`src/rtl/core/asa_pkg.sv`:
```
// Package for the aligned stack allocator: sizes, codes and transaction types.
// No dependencies.
package asa_pkg;

  localparam int OFF_W          = 21;
  localparam int SUM_W          = OFF_W + 1;
  localparam int NE_W           = OFF_W + 2;
  localparam int MAX_LIVE       = 64;
  localparam int LIVE_W         = $clog2(MAX_LIVE + 1);
  localparam int ADDR_W         = $clog2(MAX_LIVE);
  localparam int HEADER_BYTES   = 16;
  localparam int HEADER_ALIGN   = 8;
  localparam int MAX_ALIGN_LOG2 = 6;
  localparam int ALIGN_W        = 3;
  localparam int MASK_W         = MAX_ALIGN_LOG2;

  localparam logic [OFF_W-1:0] CAP_MAX = OFF_W'(1048576);

  typedef enum logic [1:0] {
    KIND_ALLOC  = 2'd0,
    KIND_FREE   = 2'd1,
    KIND_RESIZE = 2'd2,
    KIND_RESET  = 2'd3
  } kind_t;

  typedef enum logic [2:0] {
    ST_OK      = 3'd0,
    ST_NO_ROOM = 3'd1,
    ST_NOT_TOP = 3'd2,
    ST_NULL    = 3'd3,
    ST_FULL    = 3'd4
  } status_t;

  typedef enum logic [2:0] {
    OP_ALLOC  = 3'd0,
    OP_FREE   = 3'd1,
    OP_RESIZE = 3'd2,
    OP_KEEP   = 3'd3,
    OP_NULL   = 3'd4,
    OP_CLEAR  = 3'd5
  } op_t;

  typedef struct packed {
    kind_t              kind;
    logic [OFF_W-1:0]   request_size;
    logic [OFF_W-1:0]   previous_size;
    logic [ALIGN_W-1:0] align_log2;
    logic [OFF_W-1:0]   block_offset;
    logic               block_present;
  } in_item_t;

  typedef struct packed {
    logic [OFF_W-1:0] result_offset;
    logic             result_valid;
    status_t          status;
  } res_t;

  typedef struct packed {
    op_t               op;
    logic [OFF_W-1:0]  request_size;
    logic [OFF_W-1:0]  previous_size;
    logic [OFF_W-1:0]  block_offset;
    logic [MASK_W-1:0] amask;
  } cmd_t;

  typedef struct packed {
    logic    valid;
    cmd_t    cmd;
  } cmd_link_t;

  typedef struct packed {
    logic [OFF_W-1:0] prev_top;
    logic [OFF_W-1:0] start;
  } hdr_t;

endpackage

```
`src/rtl/core/asa_front.sv`:
```
// Front end: accepts request transactions, classifies them into commands
// and holds them in a two-entry queue for the back end. Uses asa_pkg.
module asa_front import asa_pkg::*; (
  input  logic      clk,
  input  logic      rst,
  input  logic      push,
  output logic      full,
  input  in_item_t  item,
  output cmd_link_t cmd_link,
  input  logic      cmd_pop
);

  logic [ALIGN_W-1:0] alog_sat;
  cmd_t               dec;
  cmd_t               q [2];
  logic               wr_ptr;
  logic               rd_ptr;
  logic [1:0]         count;
  logic               do_push;
  logic               do_pop;

  always_comb begin
    alog_sat = (item.align_log2 > ALIGN_W'(MAX_ALIGN_LOG2)) ?
               ALIGN_W'(MAX_ALIGN_LOG2) : item.align_log2;
    dec.request_size  = item.request_size;
    dec.previous_size = item.previous_size;
    dec.block_offset  = item.block_offset;
    dec.amask         = ~({MASK_W{1'b1}} << alog_sat);
    dec.op            = OP_CLEAR;
    unique case (item.kind)
      KIND_ALLOC: begin
        dec.op = OP_ALLOC;
      end
      KIND_FREE: begin
        dec.op = item.block_present ? OP_FREE : OP_NULL;
      end
      KIND_RESIZE: begin
        if (!item.block_present) begin
          dec.op = OP_NULL;
        end else if (item.request_size == item.previous_size) begin
          dec.op = OP_KEEP;
        end else if (item.request_size == '0) begin
          dec.op = OP_FREE;
        end else begin
          dec.op = OP_RESIZE;
        end
      end
      KIND_RESET: begin
        dec.op = OP_CLEAR;
      end
    endcase
  end

  assign full           = (count == 2'd2);
  assign do_push        = push && !full;
  assign do_pop         = cmd_pop && (count != 2'd0);
  assign cmd_link.valid = (count != 2'd0);
  assign cmd_link.cmd   = q[rd_ptr];

  always_ff @(posedge clk) begin
    if (do_push) begin
      q[wr_ptr] <= dec;
    end
  end

  always_ff @(posedge clk) begin
    if (rst) begin
      wr_ptr <= 1'b0;
      rd_ptr <= 1'b0;
      count  <= 2'd0;
    end else begin
      if (do_push) begin
        wr_ptr <= !wr_ptr;
      end
      if (do_pop) begin
        rd_ptr <= !rd_ptr;
      end
      count <= count + 2'(do_push) - 2'(do_pop);
    end
  end

endmodule

```
`src/rtl/core/asa_back.sv`:
```
// Back end: header memory, top offset, live count and capacity register.
// Reads the top header, then checks and commits one command. Uses asa_pkg.
module asa_back import asa_pkg::*; (
  input  logic             clk,
  input  logic             rst,
  input  logic             cfg_wr_en,
  input  logic [OFF_W-1:0] cfg_wr_data,
  input  cmd_link_t        cmd_link,
  output logic             cmd_pop,
  output logic             res_push,
  output res_t             res,
  input  logic             res_full
);

  typedef enum logic [1:0] {
    S_TAKE = 2'b01,
    S_EXEC = 2'b10
  } state_t;

  state_t                  state;
  logic [OFF_W-1:0]        top_offset;
  logic [OFF_W-1:0]        top_next;
  logic [LIVE_W-1:0]       live_count;
  logic [LIVE_W-1:0]       live_next;
  logic [OFF_W-1:0]        capacity;
  cmd_t                    cur;
  hdr_t                    rd_hdr;
  hdr_t                    mem [MAX_LIVE];
  logic [SUM_W-1:0]        start_q;
  logic signed [NE_W-1:0]  new_end_q;
  logic [SUM_W-1:0]        hdr_pos;
  logic [SUM_W-1:0]        blk_start;
  logic signed [NE_W-1:0]  new_end;
  logic [NE_W-1:0]         alloc_end;
  logic [ADDR_W-1:0]       rd_addr;
  logic [ADDR_W-1:0]       wr_addr;
  hdr_t                    wr_data;
  logic                    mem_we;
  logic                    exec_go;
  logic                    is_top;
  logic                    ne_bad;

  assign cmd_pop  = (state == S_TAKE) && cmd_link.valid;
  assign exec_go  = (state == S_EXEC) && !res_full;
  assign res_push = exec_go;
  assign rd_addr  = ADDR_W'(live_count - LIVE_W'(1));
  assign wr_addr  = live_count[ADDR_W-1:0];

  // block placement and resize end, from the command at the queue head
  always_comb begin
    hdr_pos   = (SUM_W'(top_offset) + SUM_W'(HEADER_ALIGN - 1)) &
                ~SUM_W'(HEADER_ALIGN - 1);
    blk_start = (hdr_pos + SUM_W'(HEADER_BYTES) + SUM_W'(cmd_link.cmd.amask)) &
                ~SUM_W'(cmd_link.cmd.amask);
    new_end   = $signed({2'b00, top_offset}) -
                $signed({2'b00, cmd_link.cmd.previous_size}) +
                $signed({2'b00, cmd_link.cmd.request_size});
  end

  always_comb begin
    is_top    = (live_count != '0) && (rd_hdr.start == cur.block_offset);
    alloc_end = NE_W'(start_q) + NE_W'(cur.request_size);
    ne_bad    = (new_end_q > $signed({2'b00, capacity})) ||
                (new_end_q < $signed({2'b00, rd_hdr.start}));
    res.result_offset = '0;
    res.result_valid  = 1'b0;
    res.status        = ST_OK;
    top_next          = top_offset;
    live_next         = live_count;
    mem_we            = 1'b0;
    wr_data.prev_top  = top_offset;
    wr_data.start     = OFF_W'(start_q);
    unique case (cur.op)
      OP_ALLOC: begin
        if (live_count == LIVE_W'(MAX_LIVE)) begin
          res.status = ST_FULL;
        end else if (alloc_end > NE_W'(capacity)) begin
          res.status = ST_NO_ROOM;
        end else begin
          res.result_offset = OFF_W'(start_q);
          res.result_valid  = 1'b1;
          top_next          = OFF_W'(alloc_end);
          live_next         = live_count + LIVE_W'(1);
          mem_we            = exec_go;
        end
      end
      OP_FREE: begin
        if (!is_top) begin
          res.status = ST_NOT_TOP;
        end else begin
          top_next  = rd_hdr.prev_top;
          live_next = live_count - LIVE_W'(1);
        end
      end
      OP_RESIZE: begin
        if (!is_top) begin
          res.status = ST_NOT_TOP;
        end else if (ne_bad) begin
          res.status = ST_NO_ROOM;
        end else begin
          res.result_offset = cur.block_offset;
          res.result_valid  = 1'b1;
          top_next          = OFF_W'(new_end_q);
        end
      end
      OP_KEEP: begin
        res.result_offset = cur.block_offset;
        res.result_valid  = 1'b1;
      end
      OP_NULL: begin
        res.status = ST_NULL;
      end
      OP_CLEAR: begin
        top_next  = '0;
        live_next = '0;
      end
      default: begin
        res.status = ST_OK;
      end
    endcase
  end

  always_ff @(posedge clk) begin
    if (mem_we) begin
      mem[wr_addr] <= wr_data;
    end
    if (cmd_pop) begin
      rd_hdr    <= mem[rd_addr];
      cur       <= cmd_link.cmd;
      start_q   <= blk_start;
      new_end_q <= new_end;
    end
  end

  always_ff @(posedge clk) begin
    if (rst) begin
      state      <= S_TAKE;
      top_offset <= '0;
      live_count <= '0;
      capacity   <= CAP_MAX;
    end else begin
      if (cfg_wr_en) begin
        capacity <= (cfg_wr_data > CAP_MAX) ? CAP_MAX : cfg_wr_data;
      end
      unique case (state)
        S_TAKE: begin
          if (cmd_pop) begin
            state <= S_EXEC;
          end
        end
        S_EXEC: begin
          if (exec_go) begin
            top_offset <= top_next;
            live_count <= live_next;
            state      <= S_TAKE;
          end
        end
        default: begin
          state <= S_TAKE;
        end
      endcase
    end
  end

endmodule

```
`src/rtl/core/asa_res_queue.sv`:
```
// Two-entry result queue between the back end and the result port.
// Uses asa_pkg for the result transaction type.
module asa_res_queue import asa_pkg::*; (
  input  logic clk,
  input  logic rst,
  input  logic push,
  input  res_t data,
  output logic full,
  output logic empty,
  input  logic pop,
  output res_t head
);

  res_t       q [2];
  logic       wr_ptr;
  logic       rd_ptr;
  logic [1:0] count;
  logic       do_push;
  logic       do_pop;

  assign full    = (count == 2'd2);
  assign empty   = (count == 2'd0);
  assign do_push = push && !full;
  assign do_pop  = pop && !empty;
  assign head    = q[rd_ptr];

  always_ff @(posedge clk) begin
    if (do_push) begin
      q[wr_ptr] <= data;
    end
  end

  always_ff @(posedge clk) begin
    if (rst) begin
      wr_ptr <= 1'b0;
      rd_ptr <= 1'b0;
      count  <= 2'd0;
    end else begin
      if (do_push) begin
        wr_ptr <= !wr_ptr;
      end
      if (do_pop) begin
        rd_ptr <= !rd_ptr;
      end
      count <= count + 2'(do_push) - 2'(do_pop);
    end
  end

endmodule

```
`src/rtl/core/aligned_stack_allocator_core.sv`:
```
// An accepted request is taken by the back end, which registers the command and reads
// the top header from its memory, then checks and commits it, holding while the result
// queue is full; the back end takes no new command until the last one is committed.
// Reset (synchronous): top offset and live count cleared, capacity back to 1 MiB,
// both queues emptied; the header memory is not cleared.
module aligned_stack_allocator_core import asa_pkg::*; (
  input  logic             clk,
  input  logic             rst,
  input  logic             cfg_wr_en,
  input  logic [OFF_W-1:0] cfg_wr_data,
  input  logic             push,
  output logic             full,
  input  in_item_t         item,
  output logic             empty,
  input  logic             pop,
  output res_t             result
);

  cmd_link_t cmd_link;
  logic      cmd_pop;
  logic      res_push;
  res_t      res;
  logic      res_full;

  asa_front u_front (
    .clk      (clk),
    .rst      (rst),
    .push     (push),
    .full     (full),
    .item     (item),
    .cmd_link (cmd_link),
    .cmd_pop  (cmd_pop)
  );

  asa_back u_back (
    .clk         (clk),
    .rst         (rst),
    .cfg_wr_en   (cfg_wr_en),
    .cfg_wr_data (cfg_wr_data),
    .cmd_link    (cmd_link),
    .cmd_pop     (cmd_pop),
    .res_push    (res_push),
    .res         (res),
    .res_full    (res_full)
  );

  asa_res_queue u_res_queue (
    .clk   (clk),
    .rst   (rst),
    .push  (res_push),
    .data  (res),
    .full  (res_full),
    .empty (empty),
    .pop   (pop),
    .head  (result)
  );

endmodule

```
`config.mk`:
```
export PLATFORM = sky130hd
export DESIGN_NAME = aligned_stack_allocator_core
export DESIGN_NICKNAME = d
export VERILOG_FILES = /design/src/rtl/core/asa_pkg.sv /design/src/rtl/core/asa_front.sv /design/src/rtl/core/asa_back.sv /design/src/rtl/core/asa_res_queue.sv /design/src/rtl/core/aligned_stack_allocator_core.sv
export SDC_FILE = /design/constraint.sdc
export NUM_CORES = 2
export LEC_CHECK = 0
export BUFFER_PORTS_ARGS = -buffer_cell sky130_fd_sc_hd__buf_2
export CORE_AREA = 10 10 514 516
export DETAILED_ROUTE_END_ITERATION = 10
export DIE_AREA = 0 0 524 526
export HOLD_SLACK_MARGIN = 0.1
export PLACE_DENSITY = 0.7
export SYNTH_ARGS = -nofsm -noshare
export SYNTH_HDL_FRONTEND = slang
export SYNTH_SLANG_ARGS = --single-unit
export TNS_END_PERCENT = 30
```
`constraint.sdc`:
```
create_clock -name clk -period 12.7 [get_ports clk]
set_clock_uncertainty 0.1 [all_clocks]
set_input_delay 2.54 -clock clk [delete_from_list [all_inputs] [get_ports clk]]
set_output_delay 2.54 -clock clk [all_outputs]
set_load 0.05 [all_outputs]
```
; ---- Yosys cells after proc, flatten, opt, wreduce, memory -nomap -nowiden
; Memories as Yosys holds them, arrays and structs flattened. A register that Yosys moved wholly into a read port is not among the register bits.
; Index checks and enable logic that the tools add are counted.
[word_totals]
word_cells = 131
register_bits = 149
mem_bits_rw = 2882
memories = 3
[mem_list]
columns = name, words, word_bits, rd, rd_ports_with_merged_regs, write_ports, line_no
row1 = u_back.mem, 64, 42, 1, 1, 1, asa_back.sv:28  ; hdr_t mem [MAX_LIVE];
row2 = u_front.q, 2, 72, 1, 1, 1, asa_front.sv:15  ; cmd_t q [2];
row3 = u_res_queue.q, 2, 25, 1, 1, 1, asa_res_queue.sv:14  ; res_t q [2];
[op_classes]
addsub = 12
magnitude_cmp = 5
shifts = 1
n_eq_ne = 22
muxes = 44
bitwise_logic = 3
reduce_logical = 26
[op_table]
columns = op, n
row1 = 2-to-1 mux 21 bit, 6
row2 = 2-to-1 mux 22 bit, 4
row3 = case mux 21 bit (4 select lines), 1
row4 = case mux 22 bit (3 select lines), 1
row5 = equality test 21 bit, 2
row6 = case mux 3 bit (4 select lines), 2
row7 = adder 22 x 21 -> 23 bit, 1
row8 = adder 23 x 22 -> 23 bit, 1
row9 = greater-than comparator 23 x 21 -> 1 bit, 1
row10 = greater-than comparator 23 x 22 -> 1 bit, 1
row11 = less-than comparator 23 x 22 -> 1 bit, 1
row12 = "adder 21 x 3 -> 22 bit, second input constant", 1
row13 = "adder 22 x 5 -> 22 bit, second input constant", 1
row14 = adder 22 x 6 -> 22 bit, 1
row15 = AND 22 bit, 1
row16 = NOT 6 -> 22 bit, 1
row17 = subtractor 21 x 21 -> 22 bit, 1
row18 = "greater-than comparator 21 bit, second input constant", 1
row19 = logical NOT 21 bit, 1
row20 = 2-to-1 mux 7 bit, 3
row21 = case mux 7 bit (3 select lines), 1
row22 = 2-to-1 mux 3 bit, 6
row23 = 2-to-1 mux 1 bit, 15
row24 = "equality test 2 bit, second input constant", 5
row25 = other kinds (28), 54

; ---- Depth between registers and ports, before layout
[depth]
depth_word = 8
ltp_mapped = 25

; ---- Cells and area by module
; From an unflattened synthesis, not the netlist that was laid out.
[hier_totals]
hier_cells = 5160
hier_area_um2 = 113875.5
[modules_own_cells]
columns = module, n_inst, cells_per_inst, seq_area_each_um2, area_per_inst_um2
row1 = asa_back, 1, 4757, 79756.5, 106056.7
row2 = asa_front, 1, 298, 4424.2, 5784.3
row3 = asa_res_queue, 1, 105, 1601.5, 2034.5

; ---- Worst setup path before layout
; OpenSTA, ideal clock, no wires.
[synth_path]
path_type = register -> register
from = register u_back.start_q[3]
to = memory u_back.mem[24][10] (netlist name) (enable)
period_less_slack_ns = 6.910
path_stages_with_launch = 21
setup_slack_ns = 5.790
n_path_buf = 2
required_ns = 12.165
arrival_time_ns = 6.374
path_cell_list = edfxtp_1 -> ha_1 -> fa_1 -> a211oi_1 -> nor4_1 -> nor4_1 -> o21ai_0 -> a211oi_1 -> xnor2_1 -> ha_1 -> o21ai_0 -> o21bai_1 -> a21o_1 -> a21oi_1 -> a22oi_1 -> a211oi_2 -> and4_4 -> buf_12 -> buf_12 -> nand4b_4 -> nor2_1
[synth_via]
elab_chain_len = 7
[synth_rtl]
columns = item, line_no
row1 = from (decl), asa_back.sv:29  ; logic [SUM_W-1:0] start_q;
row2 = from (signal assigned), asa_back.sv:130  ; start_q <= blk_start;
row3 = adder 22 x 21 -> 23 bit, asa_back.sv:62  ; alloc_end = NE_W'(start_q) + NE_W'(cur.request_size);
row4 = greater-than comparator 23 x 21 -> 1 bit, asa_back.sv:77  ; end else if (alloc_end > NE_W'(capacity)) begin
row5 = 2-to-1 mux 1 bit, asa_back.sv:77
row6 = 2-to-1 mux 1 bit, asa_back.sv:75  ; if (live_count == LIVE_W'(MAX_LIVE)) begin
row7 = 2-to-1 mux 1 bit, asa_back.sv:73  ; unique case (cur.op)
row8 = 2-to-1 mux 1 bit, asa_back.sv:124  ; if (mem_we) begin
row9 = 2-to-1 mux 1 bit (not written as such), asa_back.sv:125  ; mem[wr_addr] <= wr_data;
row10 = to (decl), asa_back.sv:28
; No other way between the ends.

; ---- Final worst setup path
[layout_path]
from = register u_back.start_q[4]
to = memory u_back.mem[12][7] (netlist name) (enable)
; Same word-level chain as after synthesis.

==> impl_metrics.tcl <==
set metrics [dict create \
    synth.area.top_cells "edfxtp_1, mux4_2, ha_1, dfxtp_1, mux2_2" \
    fin_ws_ns 5.490 \
    cts_setup_buffers 0 \
    drt.antenna.violating_nets 0 \
    path_clk_slew_ns 0.06 \
    syn_inst 5107 \
    critical_path_class "register to register" \
    cts_buffer_depth 4 \
    postLayoutCoreUtil_pct 50.68 \
    grt_pass1_wl_microns 401300 \
    cp_max_fo 67 \
    routed_wl_microns 278500 \
    wl_per_cell_microns 30.93 \
    peakVddDrop_mv 0.1908 \
    die_width_microns 524 \
    hold_path_class "register to register" \
    syn_nets 5338 \
    ios 122 \
    drive_gt1_share_pct 29.69 \
    clkLatencyLatePin_ns 0.96 \
    outcome "complete, no violations" \
    die_h_microns 526 \
    nets 5657 \
    dp_hpwl_microns 169700 \
    syn_area_sq_mm 0.1135 \
    slew_viol_final 0 \
    synth-seq-cells 2871 \
    yosysTopAreaCellShare_pct 74.32 \
    rsz0062_at_grt "no" \
    reg2reg_slack_ns 5.49 \
    min_period_ns 7.210 \
    gp_routability_congestion 0.8960 \
    totalPowerFinal_w 0.02423 \
    maxSlewHeadroom_pct 11.43 \
    cts-root-buf "clkbuf_16" \
    cap_violations 0 \
    fin_tns_setup_ns 0 \
    async_reset_ff_share_pct 0 \
    overflow 0 \
    fmax_mhz 138.7 \
    yosysTopAreaCell "edfxtp_1" \
    htree_num_levels 5 \
    ys_types 69 \
    grt_max_degree 137 \
    rows 185 \
    worstReg2RegStart "u_back.start_q[4]" \
    post-route-drc-count 0 \
    period_share_pct 56.77 \
    gr-usage-all-layers_pct 19.87 \
    yosysSeqAreaShare_pct 75.40 \
    pre_cts_ws_ns 5.592 \
    cts_tree "done" \
    clock-sinks 2871 \
    dr.pass1.iters 8 \
    portBuffers 121 \
    grt_antenna_before_repair 34 \
    layout.cells.most_common_list "edfxtp_1, mux4_2, clkbuf_16, buf_4, ha_1" \
    worst_hold_path.endpoint "u_front.rd_ptr" \
    reg2reg_depth 19 \
    layout.cells.most_common "edfxtp_1" \
    area_delta_synth_final_pct 13.14 \
    routed_via_density 6.110 \
    vias 55010 \
    synth_ff_type "edfxtp_1" \
    post_cts_resized 0 \
    crit_required_ns 13.19 \
    ctsHoldBuffers 0 \
    avgSynthCellArea_sq_um 22.23 \
    hold_violations 0 \
    setup_violations 0 \
    powerDensity_mw_per_mm2 188.6 \
    crit_path_end_kind "register" \
    synth_edf_count 2810 \
    start_util_pct 44.79 \
    worst_hold_path.num_cells 2 \
    dieArea_sq_mm 0.2756 \
    yosysWarningCount 0 \
    arrival_ns 7.70 \
    p_leak_nw 39.71 \
    grt_pass1_vias 54570 \
    initialDrtViolationCount 7455 \
    core_area_sq_mm 0.2535 \
    tightest_slew_ns 1.325 \
    r2r_end "u_back.mem[12][7]" \
    critical_path.startpoint_type "register" \
    cts_buffers 297 \
    worstHoldStart "u_front.rd_ptr" \
]
==> through the flow <==
step / cell area, sq um / hold slack (ns) / cells
detailed placement: 119200 / 0.3950 / 8493
finish: 128500 / 0.4120 / 9004
CTS: 128500 / 0.4108 / 9001
global placement: 119200 / 0.3907 / 8493
global route: 128500 / 0.4375 / 9003
floorplan: 113500 / 0.3725 / 5107
==> cell families after synthesis <==
group / Yosys count / share of synthesized area [%]
multiplexers: 913 / 17.15
AND/OR/NAND/NOR: 393 / 1.764
AO/OA/AOI/OAI: 348 / 2.060
adder cells (fa/ha/maj): 139 / 1.552
buffers and inverters: 319 / 1.119
XOR/XNOR: 124 / 0.9565
flip-flops: 2871 / 75.40
==> cell usage after synthesis, types with 5 or more instances <==
master and n:
and3_1 7, buf_2 11, nand3_1 28, nor4_1 28, a21oi_1 116, a31oi_1 5, a21o_1 21, a22o_1 20
nor2_1 169, a22oi_1 24, o21a_1 11, ha_1 132, nand4_1 19, clkbuf_1 143, a2bb2oi_1 19, o31ai_1 5
nand2b_1 13, a211oi_1 18, o211ai_1 11, nor2b_1 17, xnor2_1 82, o21bai_1 7, xor2_1 42, and2_1 8
o22ai_1 6, mux2_2 72, edfxtp_1 2810, o21ai_0 39, nor3_1 22, buf_1 83, or3_1 9, nand2_1 46
a311oi_1 21, inv_1 76, mux2i_1 22, and4_1 6, dfxtp_1 61, mux4_2 819
==> power by group <==
group          internal, W  switching (W)
sequential          0.0113       0.000355
combinational      0.00141        0.00273
clock              0.00494        0.00348
total               0.0177        0.00657
==> final cells by class <==
cell class                 count  area, sq um
clock inverter               146         1430
fill                       19380       125000
sequential                  2871        85660
clock buffer                 362         7866
multi-input combinational   1917        27230
timing repair buffer         263         1759
antenna                        3        7.507
tap                         3366         4212
inverter                      76        290.3
==> registers in the layout (all words and copies together) (netlist names), 7 cells and up, named ones only <==
name               flops
u_back.mem          2496
u_front.q            138
u_res_queue.q         50
u_back.cur            45
u_back.rd_hdr         39
u_back.new_end_q      23
u_back.capacity       21
u_back.top_offset     21
u_back.start_q        19
u_back.live_count      7
==> per-layer routing <==
| metal | GRT usage [%] | routed length, microns | share of wire (%) |
|---|---|---|---|
| met1 | 28.67 | 111700 | 40 |
| met5 | 0 | 13 | 0.0047 |
| met4 | 6.072 | 9206 | 3.3 |
| met3 | 5.234 | 30110 | 11 |
| met2 | 29.78 | 127500 | 46 |
==> critical path, cell delays in order (launching register included) <==
cell and delay [ns]:
edfxtp_1 0.36, buf_4 0.31, fa_1 0.56, a211oi_1 0.32, nor4_1 0.12, nor4_1 0.41
o21ai_0 0.25, a211oi_1 0.34, xnor2_1 0.19, ha_1 0.29, o21ai_0 0.17, o21bai_1 0.09
a21o_1 0.19, a21oi_1 0.14, a22oi_1 0.11, a211oi_2 0.30, and4_4 0.71, nand4b_2 0.58
nor2_4 0.84, buf_4 0.44
==> worst max-delay path by stage <==
| stage | startpoint | to | depth (start not counted) |
|---|---|---|---|
| after floorplan | u_back.start_q[3] | u_back.mem[24][10] | 20 |
| after global placement | u_back.start_q[4] | u_back.mem[12][18] | 19 |
| after detailed placement | u_back.start_q[4] | u_back.mem[12][15] | 19 |
| after CTS | u_back.start_q[4] | u_back.mem[12][11] | 19 |
| after global routing | u_back.start_q[4] | u_back.mem[12][11] | 19 |
| final | u_back.start_q[4] | u_back.mem[12][7] | 19 |
Note: power is estimated with default switching activity, not from simulation.
